--- src/rtl/sorted_insert_and_merge_macros.svh ---
// Assertion macros shared by the sorted insert and merge RTL.
`ifndef SORTED_INSERT_AND_MERGE_MACROS_SVH
`define SORTED_INSERT_AND_MERGE_MACROS_SVH

`ifndef ASSERT_OFF
// Same-cycle implication, sampled on i_clk, off while i_rst_n is low.
`define SIM_ASSERT_NOW(lbl, ante, cons, msg) \
    lbl: assert property (@(posedge i_clk) disable iff (!i_rst_n) (ante) |-> (cons)) \
        else $error(msg);
// Next-cycle implication, sampled on i_clk, off while i_rst_n is low.
`define SIM_ASSERT_NXT(lbl, ante, cons, msg) \
    lbl: assert property (@(posedge i_clk) disable iff (!i_rst_n) (ante) |=> (cons)) \
        else $error(msg);
`else
`define SIM_ASSERT_NOW(lbl, ante, cons, msg)
`define SIM_ASSERT_NXT(lbl, ante, cons, msg)
`endif

`endif

--- src/rtl/sim_pkg.sv ---
// Types and constants of the sorted insert and merge block.
`timescale 1ns / 1ps

package sim_pkg;

    localparam int VALUE_W = 32;

    typedef enum logic {
        FUNC_INSERT = 1'b0,
        FUNC_MERGE  = 1'b1
    } t_func;

    typedef enum logic {
        SEL_A = 1'b0,
        SEL_B = 1'b1
    } t_list_sel;

    typedef enum logic [1:0] {
        ST_INSERTED = 2'd0,
        ST_FULL     = 2'd1,
        ST_MERGED   = 2'd2,
        ST_EMPTY    = 2'd3
    } t_status;

    typedef enum logic {
        CMP_INSERT = 1'b0,
        CMP_MERGE  = 1'b1
    } t_cmp_mode;

endpackage

--- src/rtl/sim_ifs.sv ---
// Request and result channel interfaces of the sorted insert and merge block.
`timescale 1ns / 1ps

interface sim_req_if import sim_pkg::*; ();
    logic                      valid;
    logic                      ready;
    logic                      func;
    logic                      list_select;
    logic signed [VALUE_W-1:0] value;

    modport source (output valid, output func, output list_select, output value,
                     input ready);
    modport sink   (input valid, input func, input list_select, input value,
                     output ready);
endinterface

interface sim_res_if import sim_pkg::*; ();
    logic                      valid;
    logic                      ready;
    logic signed [VALUE_W-1:0] merged_value;
    t_status                   status;
    logic                      last;

    modport source (output valid, output merged_value, output status, output last,
                     input ready);
    modport sink   (input valid, input merged_value, input status, input last,
                     output ready);
endinterface

--- src/rtl/sim_ram.sv ---
// Generic simple dual-port RAM with registered read.
`timescale 1ns / 1ps

module sim_ram #(
    parameter int WIDTH = 32,
    parameter int DEPTH = 32
) (
    input  logic                     i_clk,
    input  logic                     i_we,
    input  logic [$clog2(DEPTH)-1:0] i_waddr,
    input  logic [WIDTH-1:0]         i_wdata,
    input  logic [$clog2(DEPTH)-1:0] i_raddr,
    output logic [WIDTH-1:0]         o_rdata
);

    logic [WIDTH-1:0] r_mem [DEPTH];

    always_ff @(posedge i_clk) begin
        if (i_we) begin
            r_mem[i_waddr] <= i_wdata;
        end
        o_rdata <= r_mem[i_raddr];
    end

endmodule

--- src/rtl/sim_cmp.sv ---
// Shared signed less-than unit with operand selection for insert and merge.
`timescale 1ns / 1ps

module sim_cmp
    import sim_pkg::*;
(
    input  t_cmp_mode          i_mode,
    input  logic               i_sel,
    input  logic [VALUE_W-1:0] i_a_head,
    input  logic [VALUE_W-1:0] i_b_head,
    input  logic [VALUE_W-1:0] i_key,
    output logic [VALUE_W-1:0] o_ins_entry,
    output logic               o_lt
);

    logic [VALUE_W-1:0] lhs;
    logic [VALUE_W-1:0] rhs;

    // insert: entry of the target store vs. new value; merge: head A vs. head B
    assign o_ins_entry = (i_sel == SEL_B) ? i_b_head : i_a_head;

    always_comb begin
        case (i_mode)
            CMP_MERGE: begin
                lhs = i_a_head;
                rhs = i_b_head;
            end
            default: begin
                lhs = o_ins_entry;
                rhs = i_key;
            end
        endcase
    end

    assign o_lt = $signed(lhs) < $signed(rhs);

endmodule

--- src/rtl/sorted_insert_and_merge.sv ---
// Sorted insert and merge block: two ascending stores kept in RAM, one shared comparator.
// An insert request walks the target store from its tail down, moving every entry that
// is not below the new value up one place, one entry per cycle, then writes the value;
// a request to a full store is answered with a full status. A merge request emits each
// result as a registered read of both store heads, then a compare and output load that
// waits while the output register is busy, and clears both stores at the end; with both
// stores empty it is answered with an empty status. Each store has a single read port
// with a registered read. A finished result sits in an output register, so the next
// request is taken while it waits; a new result is held back until the register is
// free. The stores need no clearing pass after reset.
`timescale 1ns / 1ps
`include "sorted_insert_and_merge_macros.svh"

module sorted_insert_and_merge
    import sim_pkg::*;
#(
    parameter int STORE_DEPTH = 32
) (
    input  logic      i_clk,
    input  logic      i_rst_n,
    sim_req_if.sink   i_req,
    sim_res_if.source o_res
);

    localparam int AW = $clog2(STORE_DEPTH);
    localparam int CW = $clog2(STORE_DEPTH + 1);
    localparam logic [CW-1:0] DEPTH_C = CW'(STORE_DEPTH);
    localparam logic [CW-1:0] ONE_C   = CW'(1);
    localparam logic [CW-1:0] TWO_C   = CW'(2);

    typedef enum logic [2:0] {
        S_IDLE,
        S_INS_CMP,
        S_INS_PUT,
        S_MRG_RD,
        S_MRG_SEL,
        S_RESP
    } t_state;

    t_state             r_state,       n_state;
    logic               r_sel,         n_sel;
    logic [VALUE_W-1:0] r_value,       n_value;
    logic [CW-1:0]      r_idx,         n_idx;
    logic [CW-1:0]      r_cnt_a,       n_cnt_a;
    logic [CW-1:0]      r_cnt_b,       n_cnt_b;
    logic [CW-1:0]      r_ia,          n_ia;
    logic [CW-1:0]      r_ib,          n_ib;
    t_status            r_resp_status, n_resp_status;
    logic               r_out_valid,   n_out_valid;
    logic [VALUE_W-1:0] r_out_value,   n_out_value;
    t_status            r_out_status,  n_out_status;
    logic               r_out_last,    n_out_last;

    logic               we;
    logic [AW-1:0]      waddr;
    logic [VALUE_W-1:0] wdata;
    logic [AW-1:0]      raddr_a;
    logic [AW-1:0]      raddr_b;
    logic [VALUE_W-1:0] rd_a;
    logic [VALUE_W-1:0] rd_b;
    logic [VALUE_W-1:0] ins_entry;
    logic               cmp_lt;
    t_cmp_mode          cmp_mode;

    logic [CW-1:0]      req_cnt;
    logic [CW-1:0]      req_cnt_m1;
    logic [CW-1:0]      idx_m1;
    logic [CW-1:0]      idx_m2;
    logic [CW-1:0]      ia_inc;
    logic [CW-1:0]      ib_inc;
    logic               take_a;
    logic               slot_free;
    logic               mrg_load;
    logic               mrg_last;

    sim_ram #(.WIDTH(VALUE_W), .DEPTH(STORE_DEPTH)) u_store_a (
        .i_clk   (i_clk),
        .i_we    (we && (r_sel == SEL_A)),
        .i_waddr (waddr),
        .i_wdata (wdata),
        .i_raddr (raddr_a),
        .o_rdata (rd_a)
    );

    sim_ram #(.WIDTH(VALUE_W), .DEPTH(STORE_DEPTH)) u_store_b (
        .i_clk   (i_clk),
        .i_we    (we && (r_sel == SEL_B)),
        .i_waddr (waddr),
        .i_wdata (wdata),
        .i_raddr (raddr_b),
        .o_rdata (rd_b)
    );

    assign cmp_mode = (r_state == S_MRG_SEL) ? CMP_MERGE : CMP_INSERT;

    sim_cmp u_cmp (
        .i_mode      (cmp_mode),
        .i_sel       (r_sel),
        .i_a_head    (rd_a),
        .i_b_head    (rd_b),
        .i_key       (r_value),
        .o_ins_entry (ins_entry),
        .o_lt        (cmp_lt)
    );

    assign i_req.ready        = (r_state == S_IDLE);
    assign o_res.valid        = r_out_valid;
    assign o_res.merged_value = r_out_value;
    assign o_res.status       = r_out_status;
    assign o_res.last         = r_out_last;

    assign slot_free  = !r_out_valid || o_res.ready;
    assign req_cnt    = (i_req.list_select == SEL_B) ? r_cnt_b : r_cnt_a;
    assign req_cnt_m1 = req_cnt - ONE_C;
    assign idx_m1     = r_idx - ONE_C;
    assign idx_m2     = r_idx - TWO_C;
    assign ia_inc     = r_ia + ONE_C;
    assign ib_inc     = r_ib + ONE_C;

    // B wins ties: A goes only when strictly below B's head, or B is used up
    assign take_a   = (r_ia < r_cnt_a) && ((r_ib >= r_cnt_b) || cmp_lt);
    assign mrg_last = take_a ? ((ia_inc == r_cnt_a) && (r_ib == r_cnt_b))
                             : ((ib_inc == r_cnt_b) && (r_ia == r_cnt_a));
    assign mrg_load = (r_state == S_MRG_SEL) && slot_free;

    always_comb begin
        n_state       = r_state;
        n_sel         = r_sel;
        n_value       = r_value;
        n_idx         = r_idx;
        n_cnt_a       = r_cnt_a;
        n_cnt_b       = r_cnt_b;
        n_ia          = r_ia;
        n_ib          = r_ib;
        n_resp_status = r_resp_status;
        n_out_valid   = r_out_valid && !o_res.ready;
        n_out_value   = r_out_value;
        n_out_status  = r_out_status;
        n_out_last    = r_out_last;
        we            = 1'b0;
        waddr         = r_idx[AW-1:0];
        wdata         = r_value;
        raddr_a       = r_ia[AW-1:0];
        raddr_b       = r_ib[AW-1:0];

        case (r_state)
            S_IDLE: begin
                if (i_req.valid) begin
                    n_sel   = i_req.list_select;
                    n_value = i_req.value;
                    if (i_req.func == FUNC_MERGE) begin
                        if ((r_cnt_a == '0) && (r_cnt_b == '0)) begin
                            n_resp_status = ST_EMPTY;
                            n_state       = S_RESP;
                        end else begin
                            n_ia    = '0;
                            n_ib    = '0;
                            n_state = S_MRG_RD;
                        end
                    end else if (req_cnt == DEPTH_C) begin
                        n_resp_status = ST_FULL;
                        n_state       = S_RESP;
                    end else if (req_cnt == '0) begin
                        n_idx   = '0;
                        n_state = S_INS_PUT;
                    end else begin
                        // start at the tail: fetch the last entry
                        n_idx   = req_cnt;
                        raddr_a = req_cnt_m1[AW-1:0];
                        raddr_b = req_cnt_m1[AW-1:0];
                        n_state = S_INS_CMP;
                    end
                end
            end
            S_INS_CMP: begin
                raddr_a = idx_m2[AW-1:0];
                raddr_b = idx_m2[AW-1:0];
                we      = 1'b1;
                if (!cmp_lt) begin
                    // entry >= new value: move it up one place
                    wdata = ins_entry;
                    n_idx = idx_m1;
                    if (r_idx == ONE_C) begin
                        n_state = S_INS_PUT;
                    end
                end else begin
                    if (r_sel == SEL_B) begin
                        n_cnt_b = r_cnt_b + ONE_C;
                    end else begin
                        n_cnt_a = r_cnt_a + ONE_C;
                    end
                    n_resp_status = ST_INSERTED;
                    n_state       = S_RESP;
                end
            end
            S_INS_PUT: begin
                we = 1'b1;
                if (r_sel == SEL_B) begin
                    n_cnt_b = r_cnt_b + ONE_C;
                end else begin
                    n_cnt_a = r_cnt_a + ONE_C;
                end
                n_resp_status = ST_INSERTED;
                n_state       = S_RESP;
            end
            S_MRG_RD: begin
                n_state = S_MRG_SEL;
            end
            S_MRG_SEL: begin
                if (slot_free) begin
                    n_out_valid  = 1'b1;
                    n_out_value  = take_a ? rd_a : rd_b;
                    n_out_status = ST_MERGED;
                    n_out_last   = mrg_last;
                    if (take_a) begin
                        n_ia = ia_inc;
                    end else begin
                        n_ib = ib_inc;
                    end
                    if (mrg_last) begin
                        n_cnt_a = '0;
                        n_cnt_b = '0;
                        n_ia    = '0;
                        n_ib    = '0;
                        n_state = S_IDLE;
                    end else begin
                        n_state = S_MRG_RD;
                    end
                end
            end
            S_RESP: begin
                if (slot_free) begin
                    n_out_valid  = 1'b1;
                    n_out_value  = '0;
                    n_out_status = r_resp_status;
                    n_out_last   = 1'b1;
                    n_state      = S_IDLE;
                end
            end
            default: begin
                n_state = S_IDLE;
            end
        endcase
    end

    always_ff @(posedge i_clk) begin
        if (!i_rst_n) begin
            r_state     <= S_IDLE;
            r_cnt_a     <= '0;
            r_cnt_b     <= '0;
            r_ia        <= '0;
            r_ib        <= '0;
            r_out_valid <= 1'b0;
        end else begin
            r_state     <= n_state;
            r_cnt_a     <= n_cnt_a;
            r_cnt_b     <= n_cnt_b;
            r_ia        <= n_ia;
            r_ib        <= n_ib;
            r_out_valid <= n_out_valid;
        end
        r_sel         <= n_sel;
        r_value       <= n_value;
        r_idx         <= n_idx;
        r_resp_status <= n_resp_status;
        r_out_value   <= n_out_value;
        r_out_status  <= n_out_status;
        r_out_last    <= n_out_last;
    end

    `SIM_ASSERT_NOW(a_cnt_bound, 1'b1, (r_cnt_a <= DEPTH_C) && (r_cnt_b <= DEPTH_C), "store count above depth")
    `SIM_ASSERT_NOW(a_merge_idx, 1'b1, (r_ia <= r_cnt_a) && (r_ib <= r_cnt_b), "merge index past store count")
    `SIM_ASSERT_NXT(a_merge_clear, mrg_load && mrg_last, (r_cnt_a == '0) && (r_cnt_b == '0), "stores not emptied after merge")
    `SIM_ASSERT_NXT(a_ins_grow_a, (r_state == S_INS_PUT) && (r_sel == SEL_A), r_cnt_a == $past(r_cnt_a) + ONE_C, "store A count not advanced on insert")
    `SIM_ASSERT_NXT(a_ins_grow_b, (r_state == S_INS_PUT) && (r_sel == SEL_B), r_cnt_b == $past(r_cnt_b) + ONE_C, "store B count not advanced on insert")

endmodule
--- src/flat_wrapper.sv ---
// flat-port wrapper written by rule: the top's interface ports become plain ports
module sorted_insert_and_merge_flat import sim_pkg::*;
#(
    parameter int STORE_DEPTH = 32
)
  (i_clk, i_rst_n, i_req_valid, i_req_func, i_req_list_select, i_req_value, i_req_ready, o_res_valid, o_res_merged_value, o_res_status, o_res_last, o_res_ready);
  sim_req_if i_req_i ();
  sim_res_if o_res_i ();
  input  logic i_clk;
  input  logic i_rst_n;
  input wire logic [$bits(i_req_i.valid)-1:0] i_req_valid;
  input wire logic [$bits(i_req_i.func)-1:0] i_req_func;
  input wire logic [$bits(i_req_i.list_select)-1:0] i_req_list_select;
  input wire logic [$bits(i_req_i.value)-1:0] i_req_value;
  output wire logic [$bits(i_req_i.ready)-1:0] i_req_ready;
  output wire logic [$bits(o_res_i.valid)-1:0] o_res_valid;
  output wire logic [$bits(o_res_i.merged_value)-1:0] o_res_merged_value;
  output wire logic [$bits(o_res_i.status)-1:0] o_res_status;
  output wire logic [$bits(o_res_i.last)-1:0] o_res_last;
  input wire logic [$bits(o_res_i.ready)-1:0] o_res_ready;
  assign i_req_i.valid = i_req_valid;
  assign i_req_i.func = i_req_func;
  assign i_req_i.list_select = i_req_list_select;
  assign i_req_i.value = i_req_value;
  assign i_req_ready = i_req_i.ready;
  assign o_res_valid = o_res_i.valid;
  assign o_res_merged_value = o_res_i.merged_value;
  assign o_res_status = o_res_i.status;
  assign o_res_last = o_res_i.last;
  assign o_res_i.ready = o_res_ready;
  sorted_insert_and_merge #(.STORE_DEPTH(STORE_DEPTH)) u_core (.i_clk(i_clk), .i_rst_n(i_rst_n), .i_req(i_req_i), .o_res(o_res_i));
endmodule
--- config.mk ---
export PLATFORM = sky130hd
export DESIGN_NAME = sorted_insert_and_merge_flat
export DESIGN_NICKNAME = d
export VERILOG_FILES = /design/src/rtl/sim_pkg.sv /design/src/rtl/sim_ifs.sv /design/src/rtl/sim_ram.sv /design/src/rtl/sim_cmp.sv /design/src/rtl/sorted_insert_and_merge.sv /design/src/flat_wrapper.sv
export VERILOG_INCLUDE_DIRS = /design/src /design/src/rtl
export SDC_FILE = /design/constraint.sdc
export NUM_CORES = 2
export LEC_CHECK = 0
export BUFFER_PORTS_ARGS = -buffer_cell sky130_fd_sc_hd__buf_4
export CAP_MARGIN = 15
export CORE_AREA = 2 2 415 725
export DETAILED_ROUTE_END_ITERATION = 16
export DIE_AREA = 0 0 417 727
export GPL_ROUTABILITY_DRIVEN = 1
export HOLD_SLACK_MARGIN = 0.05
export PLACE_DENSITY_LB_ADDON = 0.12
export SYNTH_ARGS = -nofsm -noshare
export SYNTH_HDL_FRONTEND = slang
export SYNTH_HIERARCHICAL = 1
export SYNTH_SLANG_ARGS = --single-unit
--- constraint.sdc ---
create_clock -name i_clk -period 13.2 [get_ports i_clk]
set_input_delay 1.98 -clock i_clk [delete_from_list [all_inputs] [get_ports i_clk]]
set_output_delay 1.98 -clock i_clk [all_outputs]
set_load 0.02 [all_outputs]
### After elaboration in Yosys (flattened, before gate mapping)

Memories as Yosys holds them, arrays and structs flattened. A register that Yosys moved wholly into a read port is not among the register bits.
Cells that the tools add are included.

* register bits: 104
* bits in writable memories: 2048
* input bits: 38
* output and inout port bits: 37
* memories: 2

* bitwise gates (word level): 1
* equality and inequality tests: 26
* add/subtract/negate cells: 7
* mux-type cells: 77
* reduce and logical (&&, ||, !) cells: 30
* magnitude comparators: 3

Memories
* u_core.u_store_a.r_mem: words 32, width 32, read ports 1, clocked after Yosys merged registers in 1, wr ports 1, RTL line sim_ram.sv:16 `logic [WIDTH-1:0] r_mem [DEPTH];`
* u_core.u_store_b.r_mem: words 32, width 32, read ports 1, clocked after Yosys merged registers in 1, wr ports 1, RTL line sim_ram.sv:16

Operators by type and width (number)
* $mux W32: 8
* $mux W6: 21
* $pmux W32 S2: 1
* $mux W5: 8
* $pmux W6 S2: 3
* $pmux W6 S3: 2
* $lt A32 B32 Y1: 1
* $add A6 B1 Y6 const B: 4
* $eq A6 B6 Y1: 4
* $mux W3: 8
* $pmux W5 S2: 2
* $logic_not A6 Y1: 3
* $mux W2: 9
* $pmux W3 S6: 1
* $ne A2 B2 Y1 const B: 6
* $reduce_and A6 Y1: 2
* $mux W1: 11
* $reduce_and A5 Y1: 2
* $ne A2 B1 Y1 const B: 4
* $reduce_and A4 Y1: 2
* $logic_and A1 B1 Y1: 7
* $eq A3 B2 Y1 const B: 2
* $eq A3 B3 Y1 const B: 2
* $eq A6 B1 Y1 const B: 1
* 22 further kinds: 30

### Depth between registers and ports, before layout

* depth after elaboration: 10
* gate-level depth with buffers: 23

### Cells and area by module

Netlist, hierarchy kept.

By module, submodules not included
* sim_ram (u_core.u_store_a): cells an instance 2260, times used 1, area an instance 40492.6 µm²
* sim_ram (u_core.u_store_b): cells an instance 2260, times used 1, area an instance 40490.1 µm²
* sorted_insert_and_merge: cells an instance 575, times used 1, area an instance 5963.2 µm²
* sim_cmp: cells an instance 188, times used 1, area an instance 1767.9 µm²

### Worst setup path after synthesis

Ideal clock, no wire load.

* path type: flip-flop to flip-flop
* start: reg u_core.r_state[2]
* end: mem u_core.u_store_a.r_mem[0][10], data pin
* slack: 8.015 ns
* stages on the path, launching flop included: 17
* library setup time: 0.351 ns
* clock period less this slack: 5.185 ns
* arrival time: 4.834 ns
* data required time: 12.849 ns
* cell sequence: dfxtp_1 > buf_4 > or3b_1 > inv_1 > buf_2 > buf_1 > mux2_2 > ha_1 > nand4_1 > nor4_1 > nand2_1 > a211oi_1 > a211oi_2 > mux2i_1 > nor3_2 > clkbuf_1 > mux2_2

* cells in the longest elaborated chain, start to end: 6
* elaborated cells between the ends (all ways): 8
* those cells by class: order compare (1); eq/ne (2); mux (5)

RTL lines
* start: declaration: RTL line sorted_insert_and_merge.sv:40 `t_state r_state, n_state;`
* start signal: assignment: RTL line sorted_insert_and_merge.sv:255 `r_state <= n_state;`
* $eq A3 B3 Y1 (*): RTL line sorted_insert_and_merge.sv:94 `assign cmp_mode = (r_state == S_MRG_SEL) ? CMP_MERGE : CMP_INSERT;`
* $mux W1 (*): RTL line sorted_insert_and_merge.sv:94
* named net u_core.cmp_mode: RTL line sorted_insert_and_merge.sv:63 `t_cmp_mode cmp_mode;`
* $mux W32: RTL line sim_cmp.sv:23 `case (i_mode)`
* $lt A32 B32 Y1 (*): RTL line sim_cmp.sv:35 `assign o_lt = $signed(lhs) < $signed(rhs);`
* named net u_core.cmp_lt: RTL line sorted_insert_and_merge.sv:62 `logic cmp_lt;`
* $mux W32 (*): RTL line sorted_insert_and_merge.sv:179 `if (!cmp_lt) begin`
* $mux W32 (*): RTL line sorted_insert_and_merge.sv:146 `case (r_state)`
* named net u_core.wdata[10]: RTL line sorted_insert_and_merge.sv:56 `logic [VALUE_W-1:0] wdata;`
* end: declaration: RTL line sim_ram.sv:16

Mark *: on every way through the listed nets, which the timed path passes. The rest lies on a longest branch.

### Final worst setup path

* start: reg u_core.r_state[2]
* end: reg u_core.r_cnt_a[1]

* cells in the longest elaborated chain, start to end: 9
* elaborated cells between the ends (all ways): 16
* those cells by class: order compare (1); eq/ne (6); mux (5); reduce/logical (4)

RTL lines
* $eq A3 B3 Y1 (*): RTL line sorted_insert_and_merge.sv:94
* $mux W1 (*): RTL line sorted_insert_and_merge.sv:94
* named net u_core.cmp_mode: RTL line sorted_insert_and_merge.sv:63
* $mux W32: RTL line sim_cmp.sv:23
* $lt A32 B32 Y1 (*): RTL line sim_cmp.sv:35
* named net u_core.cmp_lt: RTL line sorted_insert_and_merge.sv:62
* $logic_or A1 B1 Y1: RTL line sorted_insert_and_merge.sv:121 `assign take_a = (r_ia < r_cnt_a) && ((r_ib >= r_cnt_b) || cmp_lt);`
* $logic_and A1 B1 Y1: RTL line sorted_insert_and_merge.sv:121
* $mux W1: RTL line sorted_insert_and_merge.sv:122 `assign mrg_last = take_a ? ((ia_inc == r_cnt_a) && (r_ib == r_cnt_b))`
* $ne A2 B1 Y1 (no line)
* $reduce_and A4 Y1 (no line) (*)
* end signal: assignment: RTL line sorted_insert_and_merge.sv:256 `r_cnt_a <= n_cnt_a;`
* end: declaration: RTL line sorted_insert_and_merge.sv:44 `logic [CW-1:0] r_cnt_a, n_cnt_a;`

Marked as above.
A chain may end at the register's enable or synchronous reset.

==> metrics.md <==
| Metric | Value |
|---|---|
| Status | `finished, final reports clean` |
| Detailed Routing Iterations Pass 1 | `5` |
| Post-synth cell types | `61` |
| Post-route clock period utilization | `0.601` |
| Area leader, netlist | `edfxtp_1` |
| #FFs+latches synth | `roughly 2200` |
| CP Launch Type | `flip-flop` |
| Final TNS setup | `0 ns` |
| Final Critical Period | `roughly 8 ns` |
| Syn Inst Count | `roughly 5300` |
| Reg clk slew, reported paths | `approximately 0.07 ns` |
| Worst-Skew Late Latency | `~0.90 ns` |
| Die Wd | `around 420 um` |
| Clock tree root driver cell | `clkbuf_16` |
| Syn avg cell area | `between 15 and 20 um^2` |
| Io pins | `75` |
| Cell count of the worst reg-to-reg path | `20` |
| CP arrival | `~8.7 ns` |
| Rows | `between 200 and 300` |
| Initial Util | `0.298` |
| GP Congestion | `0.810` |
| Leakage power | `approximately 32 nW` |
| Layout cells sized above 1 | `0.131` |
| Commonest cells after routing, fill and taps aside | `2124 x edfxtp_1, 1094 x mux2i_1, 243 x a21oi_1` |
| CTS sink cnt | `around 2200` |
| CTS H-tree lvls | `4` |
| Min-Delay Path Depth | `1` |
| CP Capture Type | `flip-flop` |
| Final hold slack | `roughly 0.53 ns` |
| Routed wire per std cell | `around 32 um` |
| Chip Height | `a little over 700 um` |
| Post-DP HPWL | `163 mm` |
| Antenna viol nets, final | `0` |
| Main area contributors after synthesis | `edfxtp_1 72%, mux2i_1 12%, dfxtp_1 2.1%, a22oi_1 1.6%, a21oi_1 1.4%` |
| Power Density | `~220 mW/mm^2` |
| Inst Count DP | `about 9000` |
| CTS tree | `built` |
| Post-synth EDFFs | `roughly 2100` |
| Most common cell after layout, fill and taps aside | `edfxtp_1` |
| Top FF cell, synth | `edfxtp_1` |
| HP Class | `flip-flop to flip-flop` |
| Core area | `roughly 0.30 mm^2` |
| Vias post-DR | `48200` |
| Post-Layout Cell Count | `between 9000 and 10000` |
| Max Root-Sink Buffers | `4` |
| CP Class | `flip-flop to flip-flop` |
| Syn-to-layout area delta | `14.6%` |
| Post-CTS Setup Inserts | `0` |
| Hold_sp | `u_core/r_resp_status[1]` |
| Die area | `~0.30 mm^2` |
| Worst r2r src | `u_core/r_state[2]` |
| Gr ovfl total | `0` |
| Worst-path maximum fanout | `57` |
| Total GRT Usage | `0.195` |
| Layout net count | `roughly 5500` |
| DRT iter0 DRCs | `3401` |
| Post-CTS resize count | `0` |
| F_max | `around 130 MHz` |
| WL final | `302 mm` |
| First-pass GRT wire length | `roughly 400 mm` |
| Buffers on Ports | `74` |
| Sequential-to-total area share from yosys stat | `0.740` |
| Power consumption | `roughly 0.022 W` |
| Yosys warns | `6` |
| Final setup viols | `0` |
| Mapped cell area | `slightly below 0.09 mm^2` |
| Max-slew headroom | `0.181` |
| Syn Nets | `roughly 5400` |
| Maximum vdd drop | `between 0.0002 and 0.00025 V` |
| Required time worst endpoint | `between 10 and 15 ns` |
| Layout Skew | `slightly above 0.07 ns` |
| Unrepaired setup endpoints after global routing | `false` |
| Total CTS buffers | `215` |
| Vias in the first global route | `about 49000` |
| Initial antenna violation count | `11` |
| Async SR Flop Fraction | `0` |
| Final Hold Fails | `0` |
| Avg Vias per Cell | `5.08` |
| Post-route DRC | `0` |
| Max-slew violation total from the final report | `0` |
| Max Cap Viol | `0` |
| Post-synth top area share | `0.719` |
| Worst-Margin Slew | `1.19 ns` |
| Critical Path Source | `u_core/r_state[2]` |
| Largest net degree at the start of global routing | `between 100 and 150` |
| CTS Hold Bufs | `0` |
[power breakdown]
group	internal (W)	leakage [nW]	switching (W)
Clock	0.00349	3.39	0.00272
Combinational	0.00228	8.44	0.00448
Sequential	0.00897	19.9	0.000416
Total	0.0147	31.7	0.00761
[sequential cells by signal, summed over array words and instances, names as in the netlist, 32 cells and up]
register and flops:
u_core/u_store_a/r_mem 1024, u_core/u_store_b/r_mem 1024, u_core/o_res.merged_value 32, u_core/r_value 32, u_core/u_store_a/o_rdata 32, u_core/u_store_b/o_rdata 32
[worst paths after layout]
kind	to	slack (ns)
max	u_core/r_cnt_a[1]	5.27
min	u_core/o_res.status[1]	0.53
min reg2reg	u_core/o_res.status[1]	0.53
max reg2reg	u_core/r_cnt_a[1]	5.27
[layout make-up]
class | instances | area, um^2
fillers | 28200 | 196000
flip-flops and latches | 2216 | 65600
multi-input cells | 2745 | 21900
clock buffers | 285 | 5960
well taps | 3871 | 4840
repair buffers | 220 | 2210
clock inverters | 103 | 942
inverters | 26 | 100
diodes | 14 | 35.0
[through the flow]
stage / util / cell area [um^2] / worst slack, ns
6_report: 0.342 / 102000 / 5.27
5_1_grt: 0.342 / 102000 / 4.80
4_1_cts: 0.339 / 101000 / 5.04
3_5_place_dp: 0.316 / 94100 / 5.08
3_3_place_gp: 0.316 / 94000 / 4.57
2_1_floorplan: - / 88700 / 8.01
[critical path, cell delays in order (launching register included)]
cell and delay [ns]:
dfxtp_1 0.69, or3b_1 0.69, inv_4 0.29, buf_4 0.70, mux2_2 0.42, ha_1 0.34, nand4_1 0.19, nor4_2 0.76
nand2_1 0.15, a211oi_1 0.23, buf_4 0.20, a211oi_2 0.06, mux2i_1 0.94, a211oi_1 0.07, o21ai_0 0.13, nor2_1 0.07
a2111oi_2 0.23, buf_4 0.64, nor3_4 0.27, nor4_4 0.48, mux2i_1 0.23
[synthesized netlist by cell type, types with 32 or more instances]
library cell and number:
edfxtp_1 2124, mux2i_1 1094, a21oi_1 243, nand2_1 231, nand3_1 218, a22oi_1 192, nor2_1 141, a22o_1 128
clkbuf_1 105, mux2_2 97, dfxtp_1 92, nor3_1 83, a31oi_1 70, buf_2 69, buf_4 69, ha_1 55
buf_6 32
[layer usage]
| metal | vias up | wire, um | GRT usage |
|---|---|---|---|
| li1 | 21100 | - | - |
| met1 | 25700 | 121000 | 0.233 |
| met2 | 995 | 161000 | 0.364 |
| met3 | 442 | 9300 | 0.0184 |
| met4 | 0 | 10300 | 0.0638 |
| met5 | - | 0 | 0 |
[cells by family (layout without fill, tap and decap cells)]
logic type | Yosys count | count (layout) | share of synthesized area
adder cells (fa/ha/maj) | 55 | 55 | 0.00776
buffers and inverters | 322 | 634 | 0.0204
other | 0 | 14 | 0
multiplexers | 1191 | 1191 | 0.136
AO/OA/AOI/OAI | 707 | 707 | 0.0531
AND/OR/NAND/NOR | 769 | 769 | 0.0409
XOR/XNOR | 23 | 23 | 0.00236
flip-flops | 2216 | 2216 | 0.740
Note: power is estimated with default switching activity, not from simulation.
